### config.mk
export PLATFORM = sky130hd
export DESIGN_NAME = rgb_to_hsv
export DESIGN_NICKNAME = d
export VERILOG_FILES = /design/src/rtl/rgbhsv_pkg.sv /design/src/rtl/rgbhsv_prep.sv /design/src/rtl/rgbhsv_cell.sv /design/src/rtl/rgbhsv_finish.sv /design/src/rtl/rgb_to_hsv.sv
export SDC_FILE = /design/constraint.sdc
export NUM_CORES = 1
export LEC_CHECK = 0
export BUFFER_PORTS_ARGS = -buffer_cell sky130_fd_sc_hd__buf_2
export CAP_MARGIN = 10
export CORE_MARGIN = 1.5
export CORE_UTILIZATION = 41
export CTS_CLUSTER_SIZE = 30
export DETAILED_ROUTE_END_ITERATION = 16
export GPL_ROUTABILITY_DRIVEN = 0
export PLACE_DENSITY_LB_ADDON = 0.05
export SYNTH_ARGS = -nofsm -noshare
export SYNTH_HDL_FRONTEND = slang
export SYNTH_SLANG_ARGS = --single-unit
### constraint.sdc
create_clock -name clk -period 6 [get_ports clk]
set_input_delay 0 -clock clk [delete_from_list [all_inputs] [get_ports clk]]
set_output_delay 0 -clock clk [all_outputs]
set_load 0.01 [all_outputs]
### src/rtl/rgbhsv_pkg.sv
// Shared types, constants and stage record for the RGB to HSV converter.
`default_nettype none
package rgbhsv_pkg;

  // Hue arithmetic in 1/64 degree units.
  localparam int unsigned HUE_SCALE     = 3840;   // 64 * 60
  localparam int unsigned HUE_SECTOR    = 7680;   // 64 * 120
  localparam int unsigned HUE_FULL_TURN = 23040;  // 64 * 360

  // Divider chain geometry: one quotient bit per cell.
  localparam int unsigned QUO_W     = 12;
  localparam int unsigned NUM_CELLS = QUO_W;
  localparam int unsigned DIV_W     = 8 + QUO_W - 1;
  localparam int unsigned REM_W     = DIV_W + 1;

  typedef struct packed {
    logic [7:0] red;
    logic [7:0] green;
    logic [7:0] blue;
  } pixel_t;

  typedef struct packed {
    logic [14:0] hue;
    logic [7:0]  saturation;
    logic [7:0]  value;
  } hsv_t;

  typedef enum logic [1:0] {
    SECTOR_RED   = 2'd0,
    SECTOR_GREEN = 2'd1,
    SECTOR_BLUE  = 2'd2
  } sector_t;

  // Everything one pixel carries down the divider chain.
  typedef struct packed {
    logic [REM_W-1:0] hue_rem;
    logic [DIV_W-1:0] hue_div;
    logic [QUO_W-1:0] hue_quo;
    logic [REM_W-1:0] sat_rem;
    logic [DIV_W-1:0] sat_div;
    logic [QUO_W-1:0] sat_quo;
    logic             neg;
    logic             grey;
    sector_t          sector;
    logic [7:0]       value;
  } stage_t;

endpackage
`default_nettype wire

### src/rtl/rgbhsv_prep.sv
// Front stage: max, min, sector selection and the two dividends.
`default_nettype none
module rgbhsv_prep (
  input  wire logic            clk,
  input  wire logic            rst,
  input  wire logic            valid,
  input  wire rgbhsv_pkg::pixel_t pixel,
  input  wire logic            hold_in,
  output logic                 hold_out,
  output logic                 out_valid,
  output rgbhsv_pkg::stage_t   out_data
);

  logic [7:0]         mx;
  logic [7:0]         mn;
  logic [7:0]         delta;
  logic [8:0]         num;
  logic [7:0]         mag;
  rgbhsv_pkg::sector_t sector;
  rgbhsv_pkg::stage_t  data_next;

  always_comb begin
    mx = pixel.red;
    mn = pixel.red;
    if (pixel.green > mx) mx = pixel.green;
    if (pixel.blue > mx) mx = pixel.blue;
    if (pixel.green < mn) mn = pixel.green;
    if (pixel.blue < mn) mn = pixel.blue;
    delta = mx - mn;

    // Red wins ties over green, and green over blue.
    if (mx == pixel.red) begin
      sector = rgbhsv_pkg::SECTOR_RED;
      num    = {1'b0, pixel.green} - {1'b0, pixel.blue};
    end else if (mx == pixel.green) begin
      sector = rgbhsv_pkg::SECTOR_GREEN;
      num    = {1'b0, pixel.blue} - {1'b0, pixel.red};
    end else begin
      sector = rgbhsv_pkg::SECTOR_BLUE;
      num    = {1'b0, pixel.red} - {1'b0, pixel.green};
    end
    mag = num[8] ? 8'(-num) : num[7:0];

    data_next.hue_rem = {mag, 12'b0} - {4'b0, mag, 8'b0};
    data_next.hue_div = {delta, 11'b0};
    data_next.hue_quo = '0;
    data_next.sat_rem = {4'b0, delta, 8'b0} - {12'b0, delta};
    data_next.sat_div = {mx, 11'b0};
    data_next.sat_quo = '0;
    data_next.neg     = num[8];
    data_next.grey    = (delta == 8'd0);
    data_next.sector  = sector;
    data_next.value   = mx;
  end

  assign hold_out = out_valid & hold_in;

  always_ff @(posedge clk) begin
    if (rst) begin
      out_valid <= 1'b0;
    end else if (!hold_out) begin
      out_valid <= valid;
    end
  end

  always_ff @(posedge clk) begin
    if (!hold_out && valid) begin
      out_data <= data_next;
    end
  end

endmodule
`default_nettype wire

### src/rtl/rgbhsv_cell.sv
// One divider cell: a restoring step for the hue and saturation quotients.
`default_nettype none
module rgbhsv_cell (
  input  wire logic               clk,
  input  wire logic               rst,
  input  wire logic               valid,
  input  wire rgbhsv_pkg::stage_t in_data,
  input  wire logic               hold_in,
  output logic                    hold_out,
  output logic                    out_valid,
  output rgbhsv_pkg::stage_t      out_data
);

  logic               hue_ge;
  logic               sat_ge;
  rgbhsv_pkg::stage_t data_next;

  // The divisor arrives pre-shifted and moves one place right per cell.
  always_comb begin
    data_next = in_data;
    hue_ge = in_data.hue_rem >= {1'b0, in_data.hue_div};
    sat_ge = in_data.sat_rem >= {1'b0, in_data.sat_div};
    if (hue_ge) data_next.hue_rem = in_data.hue_rem - {1'b0, in_data.hue_div};
    if (sat_ge) data_next.sat_rem = in_data.sat_rem - {1'b0, in_data.sat_div};
    data_next.hue_quo = {in_data.hue_quo[rgbhsv_pkg::QUO_W-2:0], hue_ge};
    data_next.sat_quo = {in_data.sat_quo[rgbhsv_pkg::QUO_W-2:0], sat_ge};
    data_next.hue_div = in_data.hue_div >> 1;
    data_next.sat_div = in_data.sat_div >> 1;
  end

  assign hold_out = out_valid & hold_in;

  always_ff @(posedge clk) begin
    if (rst) begin
      out_valid <= 1'b0;
    end else if (!hold_out) begin
      out_valid <= valid;
    end
  end

  always_ff @(posedge clk) begin
    if (!hold_out && valid) begin
      out_data <= data_next;
    end
  end

endmodule
`default_nettype wire

### src/rtl/rgbhsv_finish.sv
// Output stage: floor correction, sector offset, wrap and result register.
`default_nettype none
module rgbhsv_finish (
  input  wire logic               clk,
  input  wire logic               rst,
  input  wire logic               valid,
  input  wire rgbhsv_pkg::stage_t in_data,
  input  wire logic               stall,
  output logic                    hold_out,
  output logic                    out_valid,
  output rgbhsv_pkg::hsv_t        out_data
);

  logic [12:0]      quo_adj;
  logic [15:0]      offset;
  logic [15:0]      hue_sum;
  logic [14:0]      hue_wrap;
  rgbhsv_pkg::hsv_t data_next;

  always_comb begin
    // A negative numerator rounds toward minus infinity: bump by one on remainder.
    quo_adj = {1'b0, in_data.hue_quo};
    if (in_data.neg && (in_data.hue_rem != '0)) quo_adj = quo_adj + 13'd1;

    case (in_data.sector)
      rgbhsv_pkg::SECTOR_RED:   offset = 16'd0;
      rgbhsv_pkg::SECTOR_GREEN: offset = 16'(rgbhsv_pkg::HUE_SECTOR);
      rgbhsv_pkg::SECTOR_BLUE:  offset = 16'(2 * rgbhsv_pkg::HUE_SECTOR);
      default:                  offset = 16'd0;
    endcase

    if (in_data.neg) hue_sum = offset - {3'b0, quo_adj};
    else             hue_sum = offset + {3'b0, quo_adj};

    if (hue_sum[15]) hue_wrap = 15'(hue_sum + 16'(rgbhsv_pkg::HUE_FULL_TURN));
    else             hue_wrap = hue_sum[14:0];

    data_next.value = in_data.value;
    if (in_data.grey) begin
      data_next.hue        = '0;
      data_next.saturation = '0;
    end else begin
      data_next.hue        = hue_wrap;
      data_next.saturation = in_data.sat_quo[7:0];
    end
  end

  assign hold_out = out_valid & stall;

  always_ff @(posedge clk) begin
    if (rst) begin
      out_valid <= 1'b0;
    end else if (!hold_out) begin
      out_valid <= valid;
    end
  end

  always_ff @(posedge clk) begin
    if (!hold_out && valid) begin
      out_data <= data_next;
    end
  end

endmodule
`default_nettype wire

### src/rtl/rgb_to_hsv.sv
// Top level of the RGB to HSV converter.
//
// Converts one 8-bit RGB pixel per clock, while pixel_stall is low, into hue
// (1/64 degree units), saturation and value, each rounded down. A pixel
// passes through one front stage, a chain of twelve divider cells (one
// quotient bit each, hue and saturation side by side), and one output stage.
// Every stage holds its own valid bit, so a stalled result only backs up the
// stages behind it, and empty stages keep filling.
`default_nettype none
module rgb_to_hsv (
  input  wire logic             clk,
  input  wire logic             rst,
  input  wire logic             pixel_valid,
  output logic                  pixel_stall,
  input  wire rgbhsv_pkg::pixel_t pixel,
  output logic                  hsv_valid,
  input  wire logic             hsv_stall,
  output rgbhsv_pkg::hsv_t      hsv
);

  localparam int unsigned N = rgbhsv_pkg::NUM_CELLS;

  rgbhsv_pkg::stage_t stage_data  [N+1];
  logic               stage_valid [N+1];
  // The last entry is the hold from the output stage.
  logic               stage_hold  [N+2];

  rgbhsv_prep u_prep (
    .clk       (clk),
    .rst       (rst),
    .valid     (pixel_valid),
    .pixel     (pixel),
    .hold_in   (stage_hold[1]),
    .hold_out  (stage_hold[0]),
    .out_valid (stage_valid[0]),
    .out_data  (stage_data[0])
  );

  for (genvar i = 0; i < N; i++) begin : g_cell
    rgbhsv_cell u_cell (
      .clk       (clk),
      .rst       (rst),
      .valid     (stage_valid[i]),
      .in_data   (stage_data[i]),
      .hold_in   (stage_hold[i+2]),
      .hold_out  (stage_hold[i+1]),
      .out_valid (stage_valid[i+1]),
      .out_data  (stage_data[i+1])
    );
  end

  rgbhsv_finish u_finish (
    .clk       (clk),
    .rst       (rst),
    .valid     (stage_valid[N]),
    .in_data   (stage_data[N]),
    .stall     (hsv_stall),
    .hold_out  (stage_hold[N+1]),
    .out_valid (hsv_valid),
    .out_data  (hsv)
  );

  assign pixel_stall = stage_hold[0];

  a_hue_range: assert property (@(posedge clk) disable iff (rst)
    hsv_valid |-> (hsv.hue < 15'(rgbhsv_pkg::HUE_FULL_TURN)))
    else $error("hue out of range");

  a_grey_hue: assert property (@(posedge clk) disable iff (rst)
    (hsv_valid && hsv.saturation == 8'd0) |-> (hsv.hue == 15'd0))
    else $error("zero saturation with nonzero hue");

  a_black_sat: assert property (@(posedge clk) disable iff (rst)
    (hsv_valid && hsv.value == 8'd0) |-> (hsv.saturation == 8'd0))
    else $error("black pixel with nonzero saturation");

endmodule
`default_nettype wire
# After elaboration in Yosys (flattened, before gate mapping)
# Index checks and enable logic that the tools add are counted.
dict set report word_totals {
  reg_bits 911
  latch_bits 0
  ram_bits 0
  mem_bits_ro 0
  mem_count 0
}
dict set report classes {
  add_sub_neg 34
  n_mul 0
  n_div 0
  order_cmp 28
  eq_ne 4
  shifts 0
  n_mux 35
  bitwise_logic 14
  reduce_logical 31
}
# cell n
set ops {}
lappend ops {{2-to-1 mux 20 bit} 23}
lappend ops {{subtractor 20 x 16 -> 20 bit} 3}
lappend ops {{>= comparator 20 x 10 -> 1 bit} 2}
lappend ops {{>= comparator 20 x 11 -> 1 bit} 2}
lappend ops {{>= comparator 20 x 12 -> 1 bit} 2}
lappend ops {{>= comparator 20 x 13 -> 1 bit} 2}
lappend ops {{>= comparator 20 x 14 -> 1 bit} 2}
lappend ops {{>= comparator 20 x 15 -> 1 bit} 2}
lappend ops {{>= comparator 20 x 16 -> 1 bit} 2}
lappend ops {{>= comparator 20 x 17 -> 1 bit} 2}
lappend ops {{>= comparator 20 x 18 -> 1 bit} 2}
lappend ops {{>= comparator 20 x 19 -> 1 bit} 2}
lappend ops {{>= comparator 20 x 8 -> 1 bit} 2}
lappend ops {{>= comparator 20 x 9 -> 1 bit} 2}
lappend ops {{2-to-1 mux 8 bit} 5}
lappend ops {{subtractor 20 x 10 -> 20 bit} 2}
lappend ops {{subtractor 20 x 11 -> 20 bit} 2}
lappend ops {{subtractor 20 x 12 -> 20 bit} 2}
lappend ops {{subtractor 20 x 13 -> 20 bit} 2}
lappend ops {{subtractor 20 x 14 -> 20 bit} 2}
lappend ops {{subtractor 20 x 15 -> 20 bit} 2}
lappend ops {{subtractor 20 x 17 -> 20 bit} 2}
lappend ops {{subtractor 20 x 18 -> 20 bit} 2}
lappend ops {{subtractor 20 x 19 -> 20 bit} 2}
lappend ops {{26 further kinds} 73}

# Longest topological paths before layout
# Gate-level depths: netlist (run 1).
dict set report logic_depth {
  word_depth 16
  mapped_depth 33
}

# Modules after synthesis
# Synthesis (run 1) repeated with hierarchy kept, for this count alone.
dict set report hier_totals {
  cells_unflattened 7030
  hier_area_um2 81635.8
}
# mod n_inst cells_per_inst area_per_inst_um2
set by_module_without_submodules {}
lappend by_module_without_submodules {{rgbhsv_cell (g_cell[0].u_cell ...)} 7 508 6117.1}
lappend by_module_without_submodules {{rgbhsv_cell (g_cell[7].u_cell ...)} 2 513 6055.8}
lappend by_module_without_submodules {{rgbhsv_cell (g_cell[6].u_cell)} 1 523 6376.1}
lappend by_module_without_submodules {{rgbhsv_cell (g_cell[8].u_cell)} 1 550 6309.8}
lappend by_module_without_submodules {{rgbhsv_cell (g_cell[10].u_cell)} 1 524 6138.4}
lappend by_module_without_submodules {rgbhsv_prep 1 599 5407.7}
lappend by_module_without_submodules {rgbhsv_finish 1 252 2472.4}

# Least setup slack after synthesis (run 1)
# OpenSTA, ideal clock, no wires.
dict set report synth_timing {
  kind {input to register}
  startpoint {input pixel[14] (netlist name)}
  endpoint {register u_prep.out_data[113] (netlist name), data pin}
  setup_ps 265
  arrival_ps 6314
  path_slack_ps -578
  cell_stages 32
  path_cell_list {inv_1 > ha_1 > and3_1 > a221o_1 > a31oi_2 > buf_2 > buf_1 > nor2_1 > a21oi_1 > ha_1 > and4b_1 > a211oi_2 > o22a_1 > buf_2 > a21oi_1 > nor4_4 > buf_2 > a211oi_1 > nor2_1 > ha_1 > inv_1 > nor3_1 > a21oi_1 > xnor2_1 > clkbuf_1 > inv_1 > ha_1 > o221ai_1 > o311ai_1 > a31oi_1 > o211ai_1 > xor2_1}
}
# item line
set synth_lines {}
lappend synth_lines {{from (decl)} rgb_to_hsv.sv:15} ;# input wire rgbhsv_pkg::pixel_t pixel,
lappend synth_lines {{to (signal assigned)} rgbhsv_prep.sv:68} ;# out_data <= data_next;
lappend synth_lines {{to (decl)} rgbhsv_prep.sv:11} ;# output rgbhsv_pkg::stage_t out_data

==> qor.yml, run 1 <==
final_layout:
  nFillCells: 9054
  diodes: 0
  area_growth_pct: 12.6
  drive_gt1_share_pct: 7.56
  nNetsFinal: 3934
  layout_commonest_cell: "edfxtp_1"
  final_cell_mix: "edfxtp_1, inv_1, nor2_1"
detailed_routing:
  vias_per_cell: 5.03
  ant_nets: 0
  wl_met2_um: 42100
  drtIter0Drc: 1285
  routed-via-count: 25500
  route.detailed.drc: 0
  drt_pass1_iterations: 5
  maxUsedRoutingLayer: "met4"
  drt-met1-wl_um: 31100
  wl_per_cell_um: 15.6
  routed_wirelength_um: 78900
  wl_met3_um: 2600
power:
  power_mw: 15.0
  switching_power_mw: 3.92
  leakage_nw: 17.8
  seqPwrFrac_pct: 46.7
  p_int_mw: 11.1
  p_sw_share_pct: 26.1
  clkPwrFrac_pct: 35.6
  combinationalPowerShare_pct: 17.7
  ir_drop_mv: 0.243
  p_per_area_nw_per_um2: 317
cts:
  cts_sinks: 828
  clk_pin_slew_worst_paths_ps: 60
  cts-root-buf: "clkbuf_16"
  htree_levels: 3
  cts_buffers: 92
  clk_path_buf_depth: 3
  clock_latency_ps: 640
  cts_tree: "yes"
setup_path:
  r2r-start: "g_cell[11].u_cell.out_data[100]"
  cp_max_fo: 16
  cpMostUsedCell: "inv_1"
  rrSetupSlack_ps: 1140
  required_ps: 6380
  path_class: "in2reg"
  crit_path_start_kind: "input pin"
  worst_path_largest_cell_delay_ps: 360
  cp_data_arrival_time_ps: 6080
  r2r_cells: 16
  r2r-end: "u_finish.out_data[29]"
  end_kind: "register"
  cpMaxStageDelayCell: "a221o_1"
floorplanning:
  core_um2: 102000
  start_util_pct: 41.3
  die_x_um: 323
  die-area_um2: 104000
  die_h_um: 323
  rows: 117
  io_pins: 61
min_path:
  hold_depth: 4
  whs_endpoint: "u_prep.out_data[35]"
  hp-start: "pixel[8]"
  hold_path_class: "in2reg"
timing:
  slew_headroom_pct: 26.6
  period_minus_slack_ps: 5700
  rsz0062_at_grt: "no"
  finalSetupViolCount: 0
  fmax_mhz: 175
  fin_ws_ps: 295
  slew_violations: 0
  hold_viol_final: 0
  worst_slew_pin_slew_ps: 1100
  skew_ps: 15.7
  fin_crit_sh_pct: 95.1
synthesis:
  syn_nets: 3773
  yosys_warnings: 0
  ys_async_sr_fraction_pct: 0
  synth-seq-cells: 828
  ys_seq_area_share_pct: 58.8
  ys.flop_type: "edfxtp_1"
  synth_edf_count: 814
  netlist_area_um2: 42000
  avgSynthCellArea_um2: 12.1
  syn_inst: 3460
  ys_types: 80
placed_design:
  post-place-ws_ps: -223
  dp_hpwl_um: 60300
  io_buffers: 60
grt:
  grt_pass1_wl_um: 128000
  grt_remaining_overflow: 0
  grtUsageTotal_pct: 15.2
  grt_max_degree: 69
  grt_pass1_vias: 26400
  antenna_found_initial: 0
run:
  cap_violations: 0
outcome:
  outcome: "complete, no violations"
-- what timing repair did --
action / in CTS / in global routing
hold buffers: 13 / 0
endpoints found under the setup margin: 0 / 3
hold endpoints to repair: 25 / 0
gates resized for setup: 0 / 1
setup buffers: 0 / 0
-- logic make-up after synthesis --
family                   after synthesis  synth area share [%]
AO/OA/AOI/OAI                        646                  9.67
multiplexers                          47                  1.19
flip-flops                           828                  58.8
other                                  1               0.00893
buffers and inverters                380                  3.41
adder cells (fa/ha/maj)              285                  8.99
XOR/XNOR                             318                  6.63
AND/OR/NAND/NOR                      955                  11.3
-- stage by stage --
| stage | cells | area, um^2 | setup TNS, ps | hold WS, ps | utilization (%) |
|---|---|---|---|---|---|
| 3_5_place_dp | 4882 | 44300 | -1020 | 273 | 43.5 |
| 5_1_grt | 5060 | 47300 | 0 | 111 | 46.5 |
| 6_report | 5060 | 47300 | 0 | 92.1 | 46.5 |
| 3_3_place_gp | 4882 | 44300 | 0 | 268 | 43.5 |
| 2_1_floorplan | 3460 | 42000 | 0 | 69.1 | - |
| 4_1_cts | 5060 | 47300 | 0 | 22.5 | 46.5 |
-- flip-flops by register name (all words and copies together), names as in the netlist --
signal,flops
g_cell.u_cell.out_data,735
g_cell.u_cell.out_valid,12
u_finish.out_data,31
u_finish.out_valid,1
u_prep.out_data,48
u_prep.out_valid,1
-- power by group through the flow --
| stage | Clock, mW | Combinational, mW | Sequential (mW) |
|---|---|---|---|
| 3_5_place_dp | 0 | 2.61 | 7.12 |
| 3_3_place_gp | 0 | 2.50 | 7.12 |
| 5_1_grt | 5.76 | 2.96 | 7.02 |
| 2_1_floorplan | 0 | 1.98 | 6.99 |
| 6_report | 5.33 | 2.65 | 6.99 |
| 4_1_cts | 5.55 | 2.63 | 7.00 |
-- cells in the mapped netlist, types with 38 or more instances --
master    number  share of area [%]
a21o_1       120                2.1
a21oi_1      167                2.0
clkbuf_1      46               0.41
edfxtp_1     814                 58
ha_1         257                7.7
inv_1        326                2.9
nand2_1      220                2.0
nand2b_1      79                1.2
nor2_1       280                2.5
nor2b_1       64               0.95
nor3_1        57               0.68
nor4_1        55               0.82
o21ai_0      183                2.2
o31ai_1       38               0.68
xnor2_1      182                3.8
xor2_1       136                2.8
-- per-layer routing --
| layer | GRT usage [%] | vias to the layer above |
|---|---|---|
| met2 | 29.4 | 434 |
| li1 | - | 12800 |
| met3 | 2.37 | 181 |
| met4 | 7.37 | 0 |
| met5 | 0 | - |
| met1 | 15.8 | 12000 |
-- worst max-delay path, delay by kind of cell --
family | cells | cell delay [ps]
AO/OA/AOI/OAI | 11 | 2890
buffers and inverters | 6 | 830
XOR/XNOR | 1 | 170
AND/OR/NAND/NOR | 7 | 1030
adder cells (fa/ha/maj) | 4 | 1160
-- worst max-delay path by stage --
stage / start / to / slack (ps) / cells after the start
after global routing: pixel[13] / u_prep.out_data[112] / 90 / 31
final: pixel[13] / u_prep.out_data[112] / 300 / 29
after floorplan: pixel[14] / u_prep.out_data[113] / 9 / 32
after global placement: pixel[22] / u_prep.out_data[53] / 30 / 24
after CTS: pixel[13] / u_prep.out_data[112] / 490 / 29
after detailed placement: pixel[13] / u_prep.out_data[53] / -220 / 25
-- final cells by class --
class	instances	area, um^2	area share (%)
Multi-Input combinational cell	2252	16000	33.8
Sequential cell	828	24700	52.3
Timing Repair Buffer	118	768	1.62
Clock inverter	51	454	0.960
Clock buffer	114	2410	5.09
Inverter	329	1230	2.61
Tap cell	1368	1710	3.62
Power figures use the tool's default switching activity.
==> inputs of run 2 (changes only) <==
PLACE_DENSITY = 0.62   (was default)
PLACE_DENSITY_LB_ADDON = default   (was 0.05)
==> run 2 against run 1 <==
Clock-buffer cell count fell by 4. Hold slack got worse by 50 ps. Cell count fell by 0.26%. First-iteration DRC count down 11%. Clock skew up 4.1 ps. Largest cell class unchanged. Largest power group unchanged.
==> qor.yml, run 2 (synthesis gave the netlist of run 1 again) <==
cts:
  cts-root-buf: "clkbuf_16"
  cts_resized: 0  # unchanged
  cts_buffers: 87  # -5.4%
  cts_tree: "yes"
  cts_sinks: 828  # unchanged
  htree_levels: 3  # unchanged
  clk_pin_slew_worst_paths_ps: 60  # about the same
  clock_latency_ps: 630  # about the same
  clk_path_buf_depth: 3  # unchanged
timing:
  rsz0062_at_grt: "no"
  worst_slew_pin_slew_ps: 1130  # +29.9 ps
  finalSetupViolCount: 0  # unchanged
  slew_violations: 0  # unchanged
  slew_headroom_pct: 24.3  # -2.3 points
  fin_setup_tns_ps: 0  # unchanged
  fin_ws_ps: 591  # +296 ps
  fin_crit_sh_pct: 90.1  # -4.9 points
  skew_ps: 19.8  # +4.13 ps
  hold_viol_final: 0  # unchanged
  period_minus_slack_ps: 5410  # -296 ps
  fmax_mhz: 185  # +5.5%
floorplanning:
  io_pins: 61  # unchanged
  die_x_um: 323  # unchanged
  start_util_pct: 41.3  # unchanged
  die-area_um2: 104000  # unchanged
  rows: 117  # unchanged
  die_h_um: 323  # unchanged
  core_um2: 102000  # unchanged
grt:
  grt_pass1_wl_um: 116000  # -9.9%
  grt_remaining_overflow: 0  # unchanged
  grtUsageTotal_pct: 13.4  # -1.8 points
  antenna_found_initial: 0  # unchanged
  grt_max_degree: 71  # +2.9%
  grt_pass1_vias: 25100  # -4.8%
run:
  cap_violations: 0  # unchanged
detailed_routing:
  drtIter0Drc: 1143  # -11%
  routed_wirelength_um: 69400  # -12%
  wl_per_cell_um: 13.8  # -12%
  vias_per_cell: 4.92  # -2.2%
  ant_nets: 0  # unchanged
  routed-via-count: 24800  # -2.5%
  route.detailed.drc: 0  # unchanged
  drt_pass1_iterations: 5  # unchanged
final_layout:
  largest_register_ffs: 735  # unchanged
  diodes: 0  # unchanged
  drive_gt1_share_pct: 7.34  # -0.22 points
  top_register: "g_cell.u_cell.out_data"
  nNetsFinal: 3925  # -0.23%
  reg_top3: "g_cell.u_cell.out_data x735, u_prep.out_data x48, u_finish.out_data x31"
  area_growth_pct: 12.2
  final_cell_mix: "edfxtp_1, inv_1, nor2_1"
  layout_commonest_cell: "edfxtp_1"
  utilization_pct: 46.3  # -0.17 points
placed_design:
  post-place-ws_ps: 42.0  # +265 ps
  io_buffers: 60  # unchanged
  dp_hpwl_um: 52600  # -13%
setup_path:
  cp_data_arrival_time_ps: 5760  # -320 ps
  cp_max_fo: 13  # -3
  path_class: "in2reg"
  crit_path_start_kind: "input pin"
  end_kind: "register"
  required_ps: 6350  # -30 ps
power:
  ir_drop_mv: 0.237  # -2.2%
  power_mw: 14.6  # -2.6%
  p_per_area_nw_per_um2: 310  # -2.2%
  leakage_nw: 17.7  # -0.47%
outcome:
  outcome: "complete, no violations"
min_path:
  hold_path_class: "in2reg"
## run 2: cell count changes in the layout (fill, tap and decap cells not counted), moves of 2 or more
cell,before,now
inv_6,3,0
clkbuf_16,93,91
clkbuf_1,21,17
clkbuf_8,0,2
inv_16,2,0
bufinv_16,7,5
clkinv_8,0,2
buf_4,45,41
## run 2: critical path, stage by stage
cell and delay (ps):
buf_2 140, ha_1 360, a21o_1 210, a221o_1 380, a31oi_2 140, buf_4 210
nor2_1 50, a21oi_1 230, ha_1 310, and4b_1 210, a211oi_2 240, o22a_1 280
a21oi_1 120, nor4_4 350, buf_4 280, mux2_2 380, mux2i_4 300, a21oi_1 90
xnor2_1 200, inv_1 70, ha_1 300, o221ai_1 110, o311ai_1 190, a31oi_1 280
o211ai_1 140, xor2_1 180
## run 2: what timing repair did
item,CTS,global route
endpoints found under the hold margin,22,0
hold buffers,13,0
buffers inserted,0,0
setup endpoints to repair,0,0
## run 2: through the flow
step	cells	hold WS [ps]	instance area, um^2
floorplan	3460	69.1	42000
global placement	4878	264	44300
detailed placement	4878	275	44300
CTS	5047	7.92	47100
global route	5047	66.0	47100
finish	5047	42.0	47100
## run 2: final timing paths
check                                  startpoint                             to  slack [ps]  cells past startpoint
hold reg to reg     g_cell[5].u_cell.out_data[64]  g_cell[6].u_cell.out_data[65]         410                      0
hold / removal                          pixel[11]            u_prep.out_data[38]          40                      3
setup / recovery                        pixel[22]           u_prep.out_data[113]         590                     26
setup reg to reg  g_cell[11].u_cell.out_data[104]          u_finish.out_data[29]        1330                     16
## run 2: per-layer routing
layer  up-vias  global-route usage (%)  wire [um]
li1      12800                       -          -
met1     11600                    14.0      27500
met2       333                    26.6      37500
met3       125                    2.03       2340
met4         0                    5.03       2120
met5         -                       0          0
## run 2: layout make-up
class                           count  area [um^2]
Sequential cell                   828        24700
Clock inverter                     46          357
Inverter                          329         1230
Clock buffer                      110         2370
Tap cell                         1368         1710
Timing Repair Buffer              114          738
Multi-Input combinational cell   2252        16000
Fill cell                        9050        54600
## run 2: report_power, final
| group | internal, mW | total, mW | switching [mW] |
|---|---|---|---|
| clock network | 2.99 | 5.07 | 2.08 |
| logic | 1.13 | 2.56 | 1.43 |
| registers | 6.78 | 6.96 | 0.182 |
==> inputs of run 3 (changes only) <==
PLACE_DENSITY = 0.6   (was 0.62)
clock period = 5.13 ns   (was 6 ns; I/O delays follow)
==> run 3 against run 2 <==
Non-clock buffer count grew 104. Combinational power grew 36%. Total power rose by 24%. Clock power increased by 29%. Die area stayed put. First-iteration DRC count shrank 11%. Flip-flop and latch count stayed put. Global-route usage rose by 0.56 points. Critical endpoint is now u_prep.out_data[112]. Largest cell class unchanged. Highest routed layer unchanged.
==> qor.yml, run 3 (synthesis gave the netlist of run 1 again) <==
outcome:
  outcome: "complete, no violations"
grt:
  grt_remaining_overflow: 0  # unchanged
  grt_max_degree: 71  # unchanged
  grt_pass1_vias: 25900  # +3.1%
  grtUsageTotal_pct: 14.0  # +0.56 points
  antenna_found_initial: 0  # unchanged
  grt_pass1_wl_um: 120000  # +3.6%
timing:
  slew_headroom_pct: 32.3  # +8.0 points
  finalSetupViolCount: 0  # unchanged
  worst_slew_pin_slew_ps: 1010  # -116 ps
  period_minus_slack_ps: 4840
  slew_violations: 0  # unchanged
  fin_crit_sh_pct: 94.3
  hold_viol_final: 0  # unchanged
  fin_setup_tns_ps: 0  # unchanged
  fmax_mhz: 207
  skew_ps: 20.6  # +0.762 ps
detailed_routing:
  routed_wirelength_um: 72000  # +3.7%
  drtIter0Drc: 1013  # -11%
  drt_pass1_iterations: 5  # unchanged
  wl_per_cell_um: 14.0  # +1.5%
  routed-via-count: 25300  # +1.7%
  route.detailed.drc: 0  # unchanged
  ant_nets: 0  # unchanged
  vias_per_cell: 4.90  # -0.45%
final_layout:
  nNetsFinal: 4029  # +2.6%
  final_cell_mix: "edfxtp_1, inv_1, nor2_1"
  reg_top3: "g_cell.u_cell.out_data x735, u_prep.out_data x48, u_finish.out_data x31"
  layout_commonest_cell: "edfxtp_1"
  largest_register_ffs: 735  # unchanged
  top_register: "g_cell.u_cell.out_data"
  area_growth_pct: 15.1
  diodes: 0  # unchanged
  drive_gt1_share_pct: 11.1  # +3.8 points
placed_design:
  dp_hpwl_um: 54600  # +3.8%
  io_buffers: 60  # unchanged
setup_path:
  worst_path_largest_cell_delay_ps: 570  # +190 ps
  required_ps: 5520  # -830 ps
  cp_data_arrival_time_ps: 5230  # -530 ps
  cpMaxStageDelayCell: "or4_1"
  path_class: "in2reg"
  end_kind: "register"
  crit_path_start_kind: "input pin"
  worstPathCellList: "buf_2, ha_4, a21o_1, a221o_1, a31oi_2, buf_12, nor2_1, a21oi_1, ha_1, a21o_1, a211oi_2, o22a_1, buf_4, a31oi_1, or2_1, buf_12, o31ai_1, nor2b_1, a31oi_1, xor2_1, ha_1, or4_1, a211oi_2, nor3_1"
  cp_max_fo: 17  # +4
floorplanning:
  die_x_um: 323  # unchanged
  die-area_um2: 104000  # unchanged
  io_pins: 61  # unchanged
  core_um2: 102000  # unchanged
  start_util_pct: 41.3  # unchanged
  die_h_um: 323  # unchanged
  rows: 117  # unchanged
power:
  switching_power_mw: 4.54  # +23%
  clkPwrFrac_pct: 36.0  # +1.2 points
  combinationalPowerShare_pct: 19.2  # +1.7 points
  seqPwrFrac_pct: 44.8  # -2.9 points
  leakage_nw: 18.4  # +3.8%
  p_sw_share_pct: 25.0  # -0.27 points
  p_int_mw: 13.6  # +25%
  ir_drop_mv: 0.244  # +3.0%
  power_mw: 18.2  # +24%
  p_per_area_nw_per_um2: 376  # +21%
cts:
  clk_path_buf_depth: 3  # unchanged
  htree_levels: 3  # unchanged
  post-cts-setup-buffers: 0  # unchanged
  clk_pin_slew_worst_paths_ps: 60  # about the same
  cts-root-buf: "clkbuf_16"
  cts_buffers: 87  # unchanged
  cts_sinks: 828  # unchanged
  cts_tree: "yes"
  clock_latency_ps: 640  # about the same
run:
  cap_violations: 0  # unchanged
min_path:
  hold_path_class: "in2reg"
==> run 3: cell types whose count changed in the layout (fill, tap and decap cells not counted), moves of 4 or more <==
cell           delta
dlygate4sd3_1     -6
inv_1             -6
bufinv_16        +11
clkbuf_1          -4
buf_4           +108
clkinv_2          +6
ha_1              -5
inv_2             +5
ha_4              +5
clkinv_1          -7
==> run 3: power by group through the flow <==
stage	clock, mW	combinational, mW	sequential [mW]
after floorplan	0	2.39	8.17
after global placement	0	3.44	8.27
after detailed placement	0	3.50	8.27
after CTS	6.75	3.51	8.13
after global routing	7.00	3.95	8.16
final	6.54	3.49	8.13
==> run 3: timing repair <==
action                                 in CTS  in global routing
hold buffers                                7                  0
setup endpoints to repair                   0                  3
gates resized for setup                     0                  2
endpoints found under the hold margin      16                  0
==> run 3: area by class of cell <==
class,count,area [um^2]
Clock buffer,102,2260
Fill cell,9045,53400
Timing Repair Buffer,218,1530
Multi-Input combinational cell,2252,16100
Sequential cell,828,24700
Clock inverter,61,756
Tap cell,1368,1710
Inverter,329,1240
==> run 3: path summary, 6_finish.rpt <==
path                                   startpoint                            end  slack [ps]  depth (start not counted)
setup / recovery                        pixel[22]           u_prep.out_data[112]         290                         24
setup reg to reg  g_cell[11].u_cell.out_data[107]          u_finish.out_data[28]         860                         17
hold / removal                           pixel[3]            u_prep.out_data[38]          40                          4
hold reg to reg     g_cell[5].u_cell.out_data[12]  g_cell[6].u_cell.out_data[13]         400                          0
==> run 3: per-layer routing <==
| metal | track usage [%] | part of all wire [%] | up-vias |
|---|---|---|---|
| li1 | - | - | 13000 |
| met1 | 14.3 | 39 | 11800 |
| met2 | 27.9 | 55 | 307 |
| met3 | 1.97 | 2.9 | 155 |
| met4 | 5.64 | 3.0 | 0 |
| met5 | 0 | 0 | - |
==> run 3: per-stage QoR <==
| stage | setup slack, ps | hold slack [ps] | std cells | instance area [um^2] | utilization, % |
|---|---|---|---|---|---|
| floorplan | -500 | 69.1 | 3460 | 42200 | - |
| global placement | -286 | 267 | 4988 | 45300 | 44.5 |
| detailed placement | -381 | 273 | 4988 | 45300 | 44.5 |
| CTS | 315 | 11.0 | 5158 | 48300 | 47.5 |
| global route | -17.5 | 36.5 | 5158 | 48400 | 47.5 |
| finish | 292 | 44.4 | 5158 | 48400 | 47.5 |
==> run 3: worst max-delay path, delay by kind of cell <==
| family | cells | cell delay, ps |
|---|---|---|
| xor gates and xnor gates | 1 | 120 |
| buffers and inverters | 4 | 730 |
| adders and majority gates | 3 | 750 |
| and+or+nand+nor | 5 | 1080 |
| AOI/OAI and AO/OA | 11 | 2500 |
